===== config.mk =====
export PLATFORM = sky130hd
export DESIGN_NAME = delta_sleep_queue
export DESIGN_NICKNAME = d
export VERILOG_FILES = /design/src/dsq_pkg.sv /design/src/delta_sleep_queue.sv /design/src/dsq_div.sv
export SDC_FILE = /design/constraint.sdc
export NUM_CORES = 2
export LEC_CHECK = 0
export ABC_AREA = 1
export BUFFER_PORTS_ARGS = -buffer_cell sky130_fd_sc_hd__buf_4
export CAP_MARGIN = 20
export CORE_UTILIZATION = 42
export CTS_CLUSTER_DIAMETER = 30
export CTS_CLUSTER_SIZE = 12
export DETAILED_ROUTE_END_ITERATION = 6
export PLACE_DENSITY = 0.62
export SYNTH_ARGS = -nofsm -noshare
export SYNTH_HDL_FRONTEND = slang
export SYNTH_SLANG_ARGS = --single-unit

===== constraint.sdc =====
create_clock -name clk -period 10.2 [get_ports clk]
set_input_delay 1.02 -clock clk [delete_from_list [all_inputs] [get_ports clk]]
set_output_delay 1.02 -clock clk [all_outputs]
set_load 0.005 [all_outputs]

===== src/dsq_pkg.sv =====
// ----------------------------------------------------------------------------
// dsq_pkg
// Field widths, result codes and the queue entry type of the delta sleep queue.
// ----------------------------------------------------------------------------
package dsq_pkg;

    localparam int ID_W        = 8;
    localparam int PRIO_W      = 8;
    localparam int MS_W        = 32;
    localparam int DELTA_W     = 27;
    localparam int STATUS_W    = 3;
    localparam int MAX_RESULTS = 16;

    localparam logic [DELTA_W-1:0] DELTA_MAX = '1;

    localparam logic REQ_SLEEP = 1'b0;
    localparam logic REQ_TICK  = 1'b1;

    localparam logic [STATUS_W-1:0] ST_SLEPT     = 3'd0;
    localparam logic [STATUS_W-1:0] ST_ZERO      = 3'd1;
    localparam logic [STATUS_W-1:0] ST_FULL      = 3'd2;
    localparam logic [STATUS_W-1:0] ST_WOKEN     = 3'd3;
    localparam logic [STATUS_W-1:0] ST_TICK_NONE = 3'd4;

    typedef struct packed {
        logic [ID_W-1:0]    id;
        logic [PRIO_W-1:0]  prio;
        logic [DELTA_W-1:0] delta;
    } entry_t;

endpackage


===== src/delta_sleep_queue.sv =====
// ----------------------------------------------------------------------------
// delta_sleep_queue
// Sleep queue kept as a sorted delta list in a circular entry memory.
// ----------------------------------------------------------------------------
// Sleep item: zero ticks or a full queue go straight to the result;
//   otherwise the reciprocal divide, the walk over the entries, the shift
//   of any later entries, the insert and the result follow in that order.
// Tick item: the head delta drops, or heads at zero go, up to MAX_RESULTS.
// One item at a time; the entry memory port sets the walk and shift pace.
// Reset empties the queue at once; entry contents stay undefined.
module delta_sleep_queue #(
    parameter int QUEUE_DEPTH = 16,
    parameter int TICK_MS     = 50
) (
    input  logic                         clk,
    input  logic                         rst_n,
    input  logic                         in_valid,
    output logic                         in_stall,
    input  logic                         req_type,
    input  logic [dsq_pkg::ID_W-1:0]     proc_id,
    input  logic [dsq_pkg::PRIO_W-1:0]   proc_priority,
    input  logic [dsq_pkg::MS_W-1:0]     sleep_ms,
    output logic                         out_valid,
    input  logic                         out_stall,
    output logic [dsq_pkg::STATUS_W-1:0] status,
    output logic [dsq_pkg::ID_W-1:0]     woken_id,
    output logic [dsq_pkg::PRIO_W-1:0]   woken_priority,
    output logic                         last
);
    import dsq_pkg::*;

    localparam int AW = $clog2(QUEUE_DEPTH);
    localparam int CW = $clog2(QUEUE_DEPTH + 1);
    localparam int RW = $clog2(MAX_RESULTS + 1);

    typedef enum logic [3:0] {
        S_IDLE,
        S_DIV,
        S_WALK,
        S_SHIFT,
        S_INS,
        S_RES,
        S_TK_DEC,
        S_TK_CHK,
        S_TK_LAST
    } state_t;

    function automatic logic [AW-1:0] phys(input logic [AW-1:0] base,
                                           input logic [CW-1:0] ofs);
        logic [CW:0] s;
        s = (CW+1)'(base) + (CW+1)'(ofs);
        if (s >= (CW+1)'(QUEUE_DEPTH))
            s = s - (CW+1)'(QUEUE_DEPTH);
        return s[AW-1:0];
    endfunction

    state_t                state_reg, state_next;
    logic [AW-1:0]         head_reg, head_next;
    logic [CW-1:0]         cnt_reg, cnt_next;
    logic [CW-1:0]         pos_reg, pos_next;
    logic [CW-1:0]         idx_reg, idx_next;
    logic [DELTA_W-1:0]    t_reg, t_next;
    logic [DELTA_W-1:0]    dmod_reg, dmod_next;
    logic [ID_W-1:0]       id_reg, id_next;
    logic [PRIO_W-1:0]     pr_reg, pr_next;
    logic [ID_W-1:0]       cur_id_reg, cur_id_next;
    logic [PRIO_W-1:0]     cur_pr_reg, cur_pr_next;
    logic [RW-1:0]         nrel_reg, nrel_next;
    logic [STATUS_W-1:0]   res_status_reg, res_status_next;
    logic                  out_valid_reg;
    logic [STATUS_W-1:0]   status_reg;
    logic [ID_W-1:0]       woken_id_reg;
    logic [PRIO_W-1:0]     woken_priority_reg;
    logic                  last_reg;

    entry_t                mem [QUEUE_DEPTH];
    entry_t                rd_data_reg;
    entry_t                wr_data;
    logic                  wr_en;
    logic [AW-1:0]         wr_addr;
    logic                  rd_en;
    logic [AW-1:0]         rd_addr;

    logic                  div_start;
    logic                  div_done;
    logic [MS_W-1:0]       div_q;

    logic                  in_accept;
    logic                  out_free;
    logic                  emit;
    logic [STATUS_W-1:0]   emit_status;
    logic [ID_W-1:0]       emit_id;
    logic [PRIO_W-1:0]     emit_pr;
    logic                  emit_last;
    logic [DELTA_W-1:0]    dec_delta;
    logic [RW-1:0]         nrel_inc;

    dsq_div #(
        .DIVISOR (TICK_MS)
    ) u_div (
        .clk      (clk),
        .rst_n    (rst_n),
        .start    (div_start),
        .dividend (sleep_ms),
        .done     (div_done),
        .quotient (div_q)
    );

    assign in_stall  = state_reg != S_IDLE;
    assign in_accept = in_valid && !in_stall;
    assign out_free  = !out_valid_reg || !out_stall;

    always_comb
    begin
        state_next      = state_reg;
        head_next       = head_reg;
        cnt_next        = cnt_reg;
        pos_next        = pos_reg;
        idx_next        = idx_reg;
        t_next          = t_reg;
        dmod_next       = dmod_reg;
        id_next         = id_reg;
        pr_next         = pr_reg;
        cur_id_next     = cur_id_reg;
        cur_pr_next     = cur_pr_reg;
        nrel_next       = nrel_reg;
        res_status_next = res_status_reg;
        wr_en           = 1'b0;
        wr_addr         = '0;
        wr_data         = rd_data_reg;
        rd_en           = 1'b0;
        rd_addr         = '0;
        div_start       = 1'b0;
        emit            = 1'b0;
        emit_status     = ST_WOKEN;
        emit_id         = cur_id_reg;
        emit_pr         = cur_pr_reg;
        emit_last       = 1'b1;
        dec_delta       = (rd_data_reg.delta != '0) ? rd_data_reg.delta - DELTA_W'(1) : '0;
        nrel_inc        = nrel_reg + RW'(1);

        unique case (state_reg)
            S_IDLE:
            begin
                if (in_accept)
                begin
                    id_next = proc_id;
                    pr_next = proc_priority;
                    if (req_type == REQ_TICK)
                    begin
                        if (cnt_reg == '0)
                        begin
                            res_status_next = ST_TICK_NONE;
                            state_next      = S_RES;
                        end
                        else
                        begin
                            rd_en      = 1'b1;
                            rd_addr    = head_reg;
                            state_next = S_TK_DEC;
                        end
                    end
                    else if (sleep_ms < MS_W'(TICK_MS))
                    begin
                        res_status_next = ST_ZERO;
                        state_next      = S_RES;
                    end
                    else if (cnt_reg == CW'(QUEUE_DEPTH))
                    begin
                        res_status_next = ST_FULL;
                        state_next      = S_RES;
                    end
                    else
                    begin
                        div_start  = 1'b1;
                        state_next = S_DIV;
                    end
                end
            end
            S_DIV:
            begin
                if (div_done)
                begin
                    t_next   = (div_q[MS_W-1:DELTA_W] != '0) ? DELTA_MAX : div_q[DELTA_W-1:0];
                    pos_next = '0;
                    if (cnt_reg == '0)
                        state_next = S_INS;
                    else
                    begin
                        rd_en      = 1'b1;
                        rd_addr    = head_reg;
                        state_next = S_WALK;
                    end
                end
            end
            S_WALK:
            begin
                if (rd_data_reg.delta > t_reg ||
                    (rd_data_reg.delta == t_reg && rd_data_reg.prio > pr_reg))
                begin
                    dmod_next  = rd_data_reg.delta - t_reg;
                    idx_next   = cnt_reg - CW'(1);
                    rd_en      = 1'b1;
                    rd_addr    = phys(head_reg, cnt_reg - CW'(1));
                    state_next = S_SHIFT;
                end
                else
                begin
                    t_next   = t_reg - rd_data_reg.delta;
                    pos_next = pos_reg + CW'(1);
                    if (pos_reg + CW'(1) == cnt_reg)
                        state_next = S_INS;
                    else
                    begin
                        rd_en   = 1'b1;
                        rd_addr = phys(head_reg, pos_reg + CW'(1));
                    end
                end
            end
            S_SHIFT:
            begin
                wr_en   = 1'b1;
                wr_addr = phys(head_reg, idx_reg + CW'(1));
                if (idx_reg == pos_reg)
                begin
                    wr_data.delta = dmod_reg;
                    state_next    = S_INS;
                end
                else
                begin
                    idx_next = idx_reg - CW'(1);
                    rd_en    = 1'b1;
                    rd_addr  = phys(head_reg, idx_reg - CW'(1));
                end
            end
            S_INS:
            begin
                wr_en           = 1'b1;
                wr_addr         = phys(head_reg, pos_reg);
                wr_data.id      = id_reg;
                wr_data.prio    = pr_reg;
                wr_data.delta   = t_reg;
                cnt_next        = cnt_reg + CW'(1);
                res_status_next = ST_SLEPT;
                state_next      = S_RES;
            end
            S_RES:
            begin
                if (out_free)
                begin
                    emit        = 1'b1;
                    emit_status = res_status_reg;
                    emit_id     = '0;
                    emit_pr     = '0;
                    state_next  = S_IDLE;
                end
            end
            S_TK_DEC:
            begin
                if (dec_delta != '0)
                begin
                    wr_en           = 1'b1;
                    wr_addr         = head_reg;
                    wr_data.delta   = dec_delta;
                    res_status_next = ST_TICK_NONE;
                    state_next      = S_RES;
                end
                else
                begin
                    cur_id_next = rd_data_reg.id;
                    cur_pr_next = rd_data_reg.prio;
                    head_next   = phys(head_reg, CW'(1));
                    cnt_next    = cnt_reg - CW'(1);
                    nrel_next   = RW'(1);
                    if (cnt_reg == CW'(1) || RW'(1) == RW'(MAX_RESULTS))
                        state_next = S_TK_LAST;
                    else
                    begin
                        rd_en      = 1'b1;
                        rd_addr    = phys(head_reg, CW'(1));
                        state_next = S_TK_CHK;
                    end
                end
            end
            S_TK_CHK:
            begin
                if (out_free)
                begin
                    emit = 1'b1;
                    if (rd_data_reg.delta == '0)
                    begin
                        emit_last   = 1'b0;
                        cur_id_next = rd_data_reg.id;
                        cur_pr_next = rd_data_reg.prio;
                        head_next   = phys(head_reg, CW'(1));
                        cnt_next    = cnt_reg - CW'(1);
                        nrel_next   = nrel_inc;
                        if (cnt_reg == CW'(1) || nrel_inc == RW'(MAX_RESULTS))
                            state_next = S_TK_LAST;
                        else
                        begin
                            rd_en   = 1'b1;
                            rd_addr = phys(head_reg, CW'(1));
                        end
                    end
                    else
                        state_next = S_IDLE;
                end
            end
            S_TK_LAST:
            begin
                if (out_free)
                begin
                    emit       = 1'b1;
                    state_next = S_IDLE;
                end
            end
            default:
            begin
                state_next = S_IDLE;
            end
        endcase
    end

    always_ff @(posedge clk)
    begin
        if (wr_en)
            mem[wr_addr] <= wr_data;
        if (rd_en)
            rd_data_reg <= mem[rd_addr];
    end

    always_ff @(posedge clk or negedge rst_n)
    begin
        if (!rst_n)
        begin
            state_reg          <= S_IDLE;
            head_reg           <= '0;
            cnt_reg            <= '0;
            pos_reg            <= '0;
            idx_reg            <= '0;
            t_reg              <= '0;
            dmod_reg           <= '0;
            id_reg             <= '0;
            pr_reg             <= '0;
            cur_id_reg         <= '0;
            cur_pr_reg         <= '0;
            nrel_reg           <= '0;
            res_status_reg     <= ST_SLEPT;
            out_valid_reg      <= 1'b0;
            status_reg         <= ST_SLEPT;
            woken_id_reg       <= '0;
            woken_priority_reg <= '0;
            last_reg           <= 1'b0;
        end
        else
        begin
            state_reg      <= state_next;
            head_reg       <= head_next;
            cnt_reg        <= cnt_next;
            pos_reg        <= pos_next;
            idx_reg        <= idx_next;
            t_reg          <= t_next;
            dmod_reg       <= dmod_next;
            id_reg         <= id_next;
            pr_reg         <= pr_next;
            cur_id_reg     <= cur_id_next;
            cur_pr_reg     <= cur_pr_next;
            nrel_reg       <= nrel_next;
            res_status_reg <= res_status_next;
            if (emit)
            begin
                out_valid_reg      <= 1'b1;
                status_reg         <= emit_status;
                woken_id_reg       <= emit_id;
                woken_priority_reg <= emit_pr;
                last_reg           <= emit_last;
            end
            else if (!out_stall)
            begin
                out_valid_reg <= 1'b0;
            end
        end
    end

    assign out_valid      = out_valid_reg;
    assign status         = status_reg;
    assign woken_id       = woken_id_reg;
    assign woken_priority = woken_priority_reg;
    assign last           = last_reg;

    a_cnt_bound: assert property (@(posedge clk) disable iff (!rst_n)
        cnt_reg <= CW'(QUEUE_DEPTH))
        else $error("queue count beyond depth");

    a_div_done_in_div: assert property (@(posedge clk) disable iff (!rst_n)
        div_done |-> state_reg == S_DIV)
        else $error("divider finished outside the divide phase");

    a_release_bound: assert property (@(posedge clk) disable iff (!rst_n)
        nrel_reg <= RW'(MAX_RESULTS))
        else $error("too many releases on one tick");

    a_chk_nonempty: assert property (@(posedge clk) disable iff (!rst_n)
        state_reg == S_TK_CHK |-> cnt_reg != '0)
        else $error("release check on an empty queue");

    a_emit_free: assert property (@(posedge clk) disable iff (!rst_n)
        (out_valid_reg && out_stall) |=> $stable(status_reg) && $stable(woken_id_reg))
        else $error("held result overwritten");

endmodule


===== src/dsq_div.sv =====
// ----------------------------------------------------------------------------
// dsq_div
// Divider by a fixed divisor: reciprocal multiply, then remainder correction.
// ----------------------------------------------------------------------------
module dsq_div #(
    parameter int DIVISOR = 50
) (
    input  logic                     clk,
    input  logic                     rst_n,
    input  logic                     start,
    input  logic [dsq_pkg::MS_W-1:0] dividend,
    output logic                     done,
    output logic [dsq_pkg::MS_W-1:0] quotient
);
    import dsq_pkg::*;

    localparam logic [MS_W-1:0] DIV_C = MS_W'(DIVISOR);
    localparam logic [MS_W-1:0] RECIP = {MS_W{1'b1}} / DIV_C;

    typedef enum logic [1:0] {
        P_IDLE,
        P_MUL,
        P_REM,
        P_FIX
    } phase_t;

    phase_t            phase_reg;
    logic [MS_W-1:0]   x_reg;
    logic [MS_W-1:0]   q_reg;
    logic [MS_W-1:0]   r_reg;
    logic              done_reg;
    logic [2*MS_W-1:0] prod;
    logic [MS_W-1:0]   qd;

    always_comb
    begin
        prod = (2*MS_W)'(x_reg) * (2*MS_W)'(RECIP);
        qd   = q_reg * DIV_C;
    end

    always_ff @(posedge clk or negedge rst_n)
    begin
        if (!rst_n)
        begin
            phase_reg <= P_IDLE;
            x_reg     <= '0;
            q_reg     <= '0;
            r_reg     <= '0;
            done_reg  <= 1'b0;
        end
        else
        begin
            done_reg <= (phase_reg == P_FIX) && (r_reg < DIV_C);
            unique case (phase_reg)
                P_IDLE:
                begin
                    if (start)
                    begin
                        x_reg     <= dividend;
                        phase_reg <= P_MUL;
                    end
                end
                P_MUL:
                begin
                    q_reg     <= prod[2*MS_W-1:MS_W];
                    phase_reg <= P_REM;
                end
                P_REM:
                begin
                    r_reg     <= x_reg - qd;
                    phase_reg <= P_FIX;
                end
                P_FIX:
                begin
                    if (r_reg >= DIV_C)
                    begin
                        q_reg <= q_reg + MS_W'(1);
                        r_reg <= r_reg - DIV_C;
                    end
                    else
                    begin
                        phase_reg <= P_IDLE;
                    end
                end
                default:
                begin
                    phase_reg <= P_IDLE;
                end
            endcase
        end
    end

    assign done     = done_reg;
    assign quotient = q_reg;

endmodule

==> flow_results.org <==
** Yosys
- Proportion of netlist area held by the largest area contributor :: 32.5%
- Dominant cell type by area after synthesis :: sky130_fd_sc_hd__edfxtp_1
- After synthesis, the share of cell area in mux cells is 0.431%.
- Count of distinct cell types in the synthesized netlist :: 65
- Yosys attributes the largest share of cell area to sky130_fd_sc_hd__edfxtp_1 (32%), sky130_fd_sc_hd__ha_1 (9.9%), sky130_fd_sc_hd__fa_1 (9.9%).
- In the synthesized netlist, the cells that appear most often are sky130_fd_sc_hd__inv_1 (1508), sky130_fd_sc_hd__nand2_1 (1179), sky130_fd_sc_hd__nand3_1 (921), sky130_fd_sc_hd__edfxtp_1 (731), sky130_fd_sc_hd__ha_1 (537).
- Post-synthesis average cell area :: 9.01 um2
- The number of nets in the synthesized netlist is 8430.
- Area share of fa/ha/maj cells after synthesis :: 19.8%
- Library cell with the highest instance count after synthesis :: sky130_fd_sc_hd__inv_1
- Xor and xnor fraction of the mapped netlist area :: 1.76%
- Part of the Yosys area used for sequential elements :: 41.2%
- Post-synthesis compound-gate area fraction :: 8.00%
- Number of warnings reported in the yosys synthesis log :: 0
- Top flip-flop cell by instance count after synthesis :: sky130_fd_sc_hd__edfxtp_1
- The synthesized design contains 731 enable-type register cells.
- The synthesized netlist occupies a cell area of 67600 um2.
- Of all flip-flops after synthesis, the portion carrying an async set or reset was 24.4%.
- Simple-gate area share of the yosys netlist :: 18.2%
- Mapped Cells :: 7507
- By area, the combinational part of the netlist is dominated by adder cells.
- Count of state elements after synthesis :: 967

** Detailed routing
- In this run, the number of DRC markers left after iteration 0 of detailed routing was 5154.
- For this block, wires on met1 add up to 95800 um.
- Vias per Instance :: 5.35
- Across all layers, the routed design uses 53400 vias.
- In the final routed layout, each cell accounts on average for 21.7 um.
- Number of nets still failing antenna checks after routing :: 0
- DRT Pass-1 Iters :: 7
- The detailed router used layers up to and including met4.
- Routed wire length :: 217000 um
- After detailed routing, the number of remaining DRC violations is 2.
- In the detailed route, the total length drawn on met3 is 15000 um.
- Detailed route wirelength on metal2 :: 98800 um

** Floorplan
- The initial utilization of the core area, before any placement, comes to 42.5%.
- Area of the core :: 159000 um2
- Horizontal die dimension :: 403 um
- Die Outline Area :: 163000 um2
- Num ports :: 75
- Die height :: 403 um
- FP Rows :: 146

** Finish
- At the end of the flow, the number of nets in the layout was 8547.
- Fillers :: 14600
- Of the cells placed in the final design, the portion with a size suffix greater than 1 is 8.85%.
- Synth-to-Final Area Change :: 16.5%
- Summing all flip-flop and latch instances after layout gives 27900 um2.
- Multi-input logic area :: 32900 um2
- Largest register FFs :: 688

** Global routing
- Across every metal layer, demand over resource in global routing totals 26.8%.
- Entering global routing, the biggest net connects 182 pins.
- GRT overflow :: 0
- The via count of the first global-routing pass is 52800.
- Global-route wire length before repair :: 330000 um
- Initial antenna violation count :: 1

** Worst setup path
- The startpoint identified for the worst register-to-register timing path is u_div.x_reg[10].
- Nature of the critical path endpoint :: flop
- Most frequent cell on the critical path :: sky130_fd_sc_hd__inv_1
- Data required time of the critical path :: 10.87 ns
- Length in cells of the worst reg-to-reg path :: 26
- Together, buffers and inverters on the worst path number 7.
- Of all nets on the critical path, the largest fanout is 10.
- Critical register-to-register path endpoint :: u_div.quotient[20]
- Critical path's slowest cell :: sky130_fd_sc_hd__dfrtp_1
- CP Class :: flop to flop
- The largest single stage delay on the critical path is 0.65 ns.
- Data arrival time of the worst path :: 7.86 ns
- The worst setup path is launched from a flop.
- Register-to-register path setup slack :: 3.01 ns
- Critical path's top delay family :: adder cells

** STA
- Final period utilization :: 70.5%
- Max-slew violation total from the final report :: 0
- Setup_tns :: 0 ns
- At the pin with the least slew margin, the transition time is 1.25 ns.
- Measured against its own limit, the worst slew margin works out to 16.6%.
- Unrepaired setup endpoints after global routing :: no
- Minimum clock period after layout :: 7.19 ns
- The number of hold violations in the final report came to 0.
- Derived from the worst setup path, the maximum achievable clock frequency is 139 MHz.
- Final number of setup-violating endpoints :: 0
- For the final database, setup skew stands at 0.0884 ns.

** Clocking
- Post-CTS setup-driven buffer insertion count :: 0
- No sink is reached through more buffers than the 3 on the longest clock path.
- Clock Pin Slew Worst Setup and Hold Paths :: 0.05 ns
- Post-CTS repair changed the size of 0 cells.
- The root buffer cell chosen for the clock tree is sky130_fd_sc_hd__clkbuf_16.
- CTS Sinks :: 967
- CTS Hold Buffers Added :: 0
- CTS tree :: done
- Buffers inserted during clock tree synthesis total 228.
- H-tree level count :: 4
- For the worst-skew pair, the clock arrives at the later sink with an insertion delay of 0.88 ns.

** Flow run
- Reported max-cap violation count :: 0

** Status
- The checks that failed: DRC.
- Outcome :: finished with violations

** Placed design
- Input and output buffers added on the ports amount to 74.
- Summed over all nets, the half-perimeter wirelength after detailed placement is 148000 um.
- Routability-driven placement finished with a final weighted congestion of 1.00.

** Min path
- Class of the most critical hold timing path :: input pin to async pin
==> metrics by stage <==
| stage | hold slack [ns] | cell area [um2] | utilization, % | setup WS [ns] | std cells |
|---|---|---|---|---|---|
| 2_1_floorplan | 0.448 | 67600 | - | 3.92 | 7507 |
| 3_3_place_gp | 0.458 | 70400 | 44.3 | 3.20 | 9532 |
| 3_5_place_dp | 0.470 | 70400 | 44.3 | 3.18 | 9535 |
| 4_1_cts | 0.323 | 78700 | 49.5 | 3.13 | 9968 |
| 5_1_grt | 0.338 | 78700 | 49.5 | 2.62 | 9974 |
| 6_report | 0.286 | 78700 | 49.5 | 3.01 | 9974 |
==> how the worst max path moves through the flow <==
stage               startpoint            endpoint  slack (ns)  cells after the start
6_report       u_div.x_reg[10]  u_div.quotient[20]        3.01                     26
5_1_grt        u_div.x_reg[10]  u_div.quotient[20]        2.62                     26
4_1_cts        u_div.x_reg[10]  u_div.quotient[20]        3.13                     26
3_5_place_dp   u_div.x_reg[11]  u_div.quotient[20]        3.18                     26
3_3_place_gp   u_div.x_reg[10]  u_div.quotient[20]        3.20                     26
2_1_floorplan     state_reg[0]           mem[0][0]        3.92                     18
==> cell families (layout without fill, tap and decap cells) <==
kind of cell             after synthesis  after routing
other                                  0              1
AO/OA/AOI/OAI                        964            964
multiplexers                          26             26
flip-flops                           967            967
adder cells (fa/ha/maj)              870            870
XOR/XNOR                             136            136
buffers and inverters               1807           2127
AND/OR/NAND/NOR                     2737           2737
==> layout make-up <==
class	instances	area share, %
Antenna cell	1	0.00318
Sequential cell	967	35.4
Multi-Input combinational cell	4733	41.7
Clock inverter	163	2.75
Timing Repair Buffer	167	1.73
Inverter	1527	7.29
Clock buffer	270	7.71
Tap cell	2146	3.41
==> per-layer routing <==
layer | up-vias | track usage (%)
li1 | 25000 | -
met1 | 26100 | 37.3
met2 | 1973 | 42.0
met3 | 344 | 4.53
met4 | 0 | 9.91
met5 | - | 0
==> cell usage in the layout (no fill, tap or decap), types with 19 or more instances in the layout <==
master / n
sky130_fd_sc_hd__inv_1: 1506
sky130_fd_sc_hd__nand2_1: 1177
sky130_fd_sc_hd__nand3_1: 921
sky130_fd_sc_hd__edfxtp_1: 731
sky130_fd_sc_hd__ha_1: 536
sky130_fd_sc_hd__o21ai_0: 387
sky130_fd_sc_hd__nor2_1: 342
sky130_fd_sc_hd__fa_1: 333
sky130_fd_sc_hd__a21oi_1: 326
sky130_fd_sc_hd__dfrtp_1: 236
sky130_fd_sc_hd__clkbuf_16: 229
sky130_fd_sc_hd__buf_4: 157
sky130_fd_sc_hd__nand3b_1: 134
sky130_fd_sc_hd__xor2_1: 87
sky130_fd_sc_hd__xnor2_1: 49
sky130_fd_sc_hd__a31oi_1: 44
sky130_fd_sc_hd__clkinv_2: 43
sky130_fd_sc_hd__nand4_1: 38
sky130_fd_sc_hd__clkinvlp_4: 36
sky130_fd_sc_hd__bufinv_16: 35
sky130_fd_sc_hd__nor3_1: 29
sky130_fd_sc_hd__o211ai_1: 28
sky130_fd_sc_hd__mux2_2: 25
sky130_fd_sc_hd__clkbuf_1: 22
sky130_fd_sc_hd__nor2_4: 21
sky130_fd_sc_hd__clkinv_1: 21
sky130_fd_sc_hd__a22oi_1: 20
sky130_fd_sc_hd__o21a_1: 19
sky130_fd_sc_hd__clkinv_4: 19
sky130_fd_sc_hd__clkbuf_8: 19
Power is left out: the tool's default activity adds up to more than one toggle a clock period on the data nets, which glitch-free logic cannot reach.
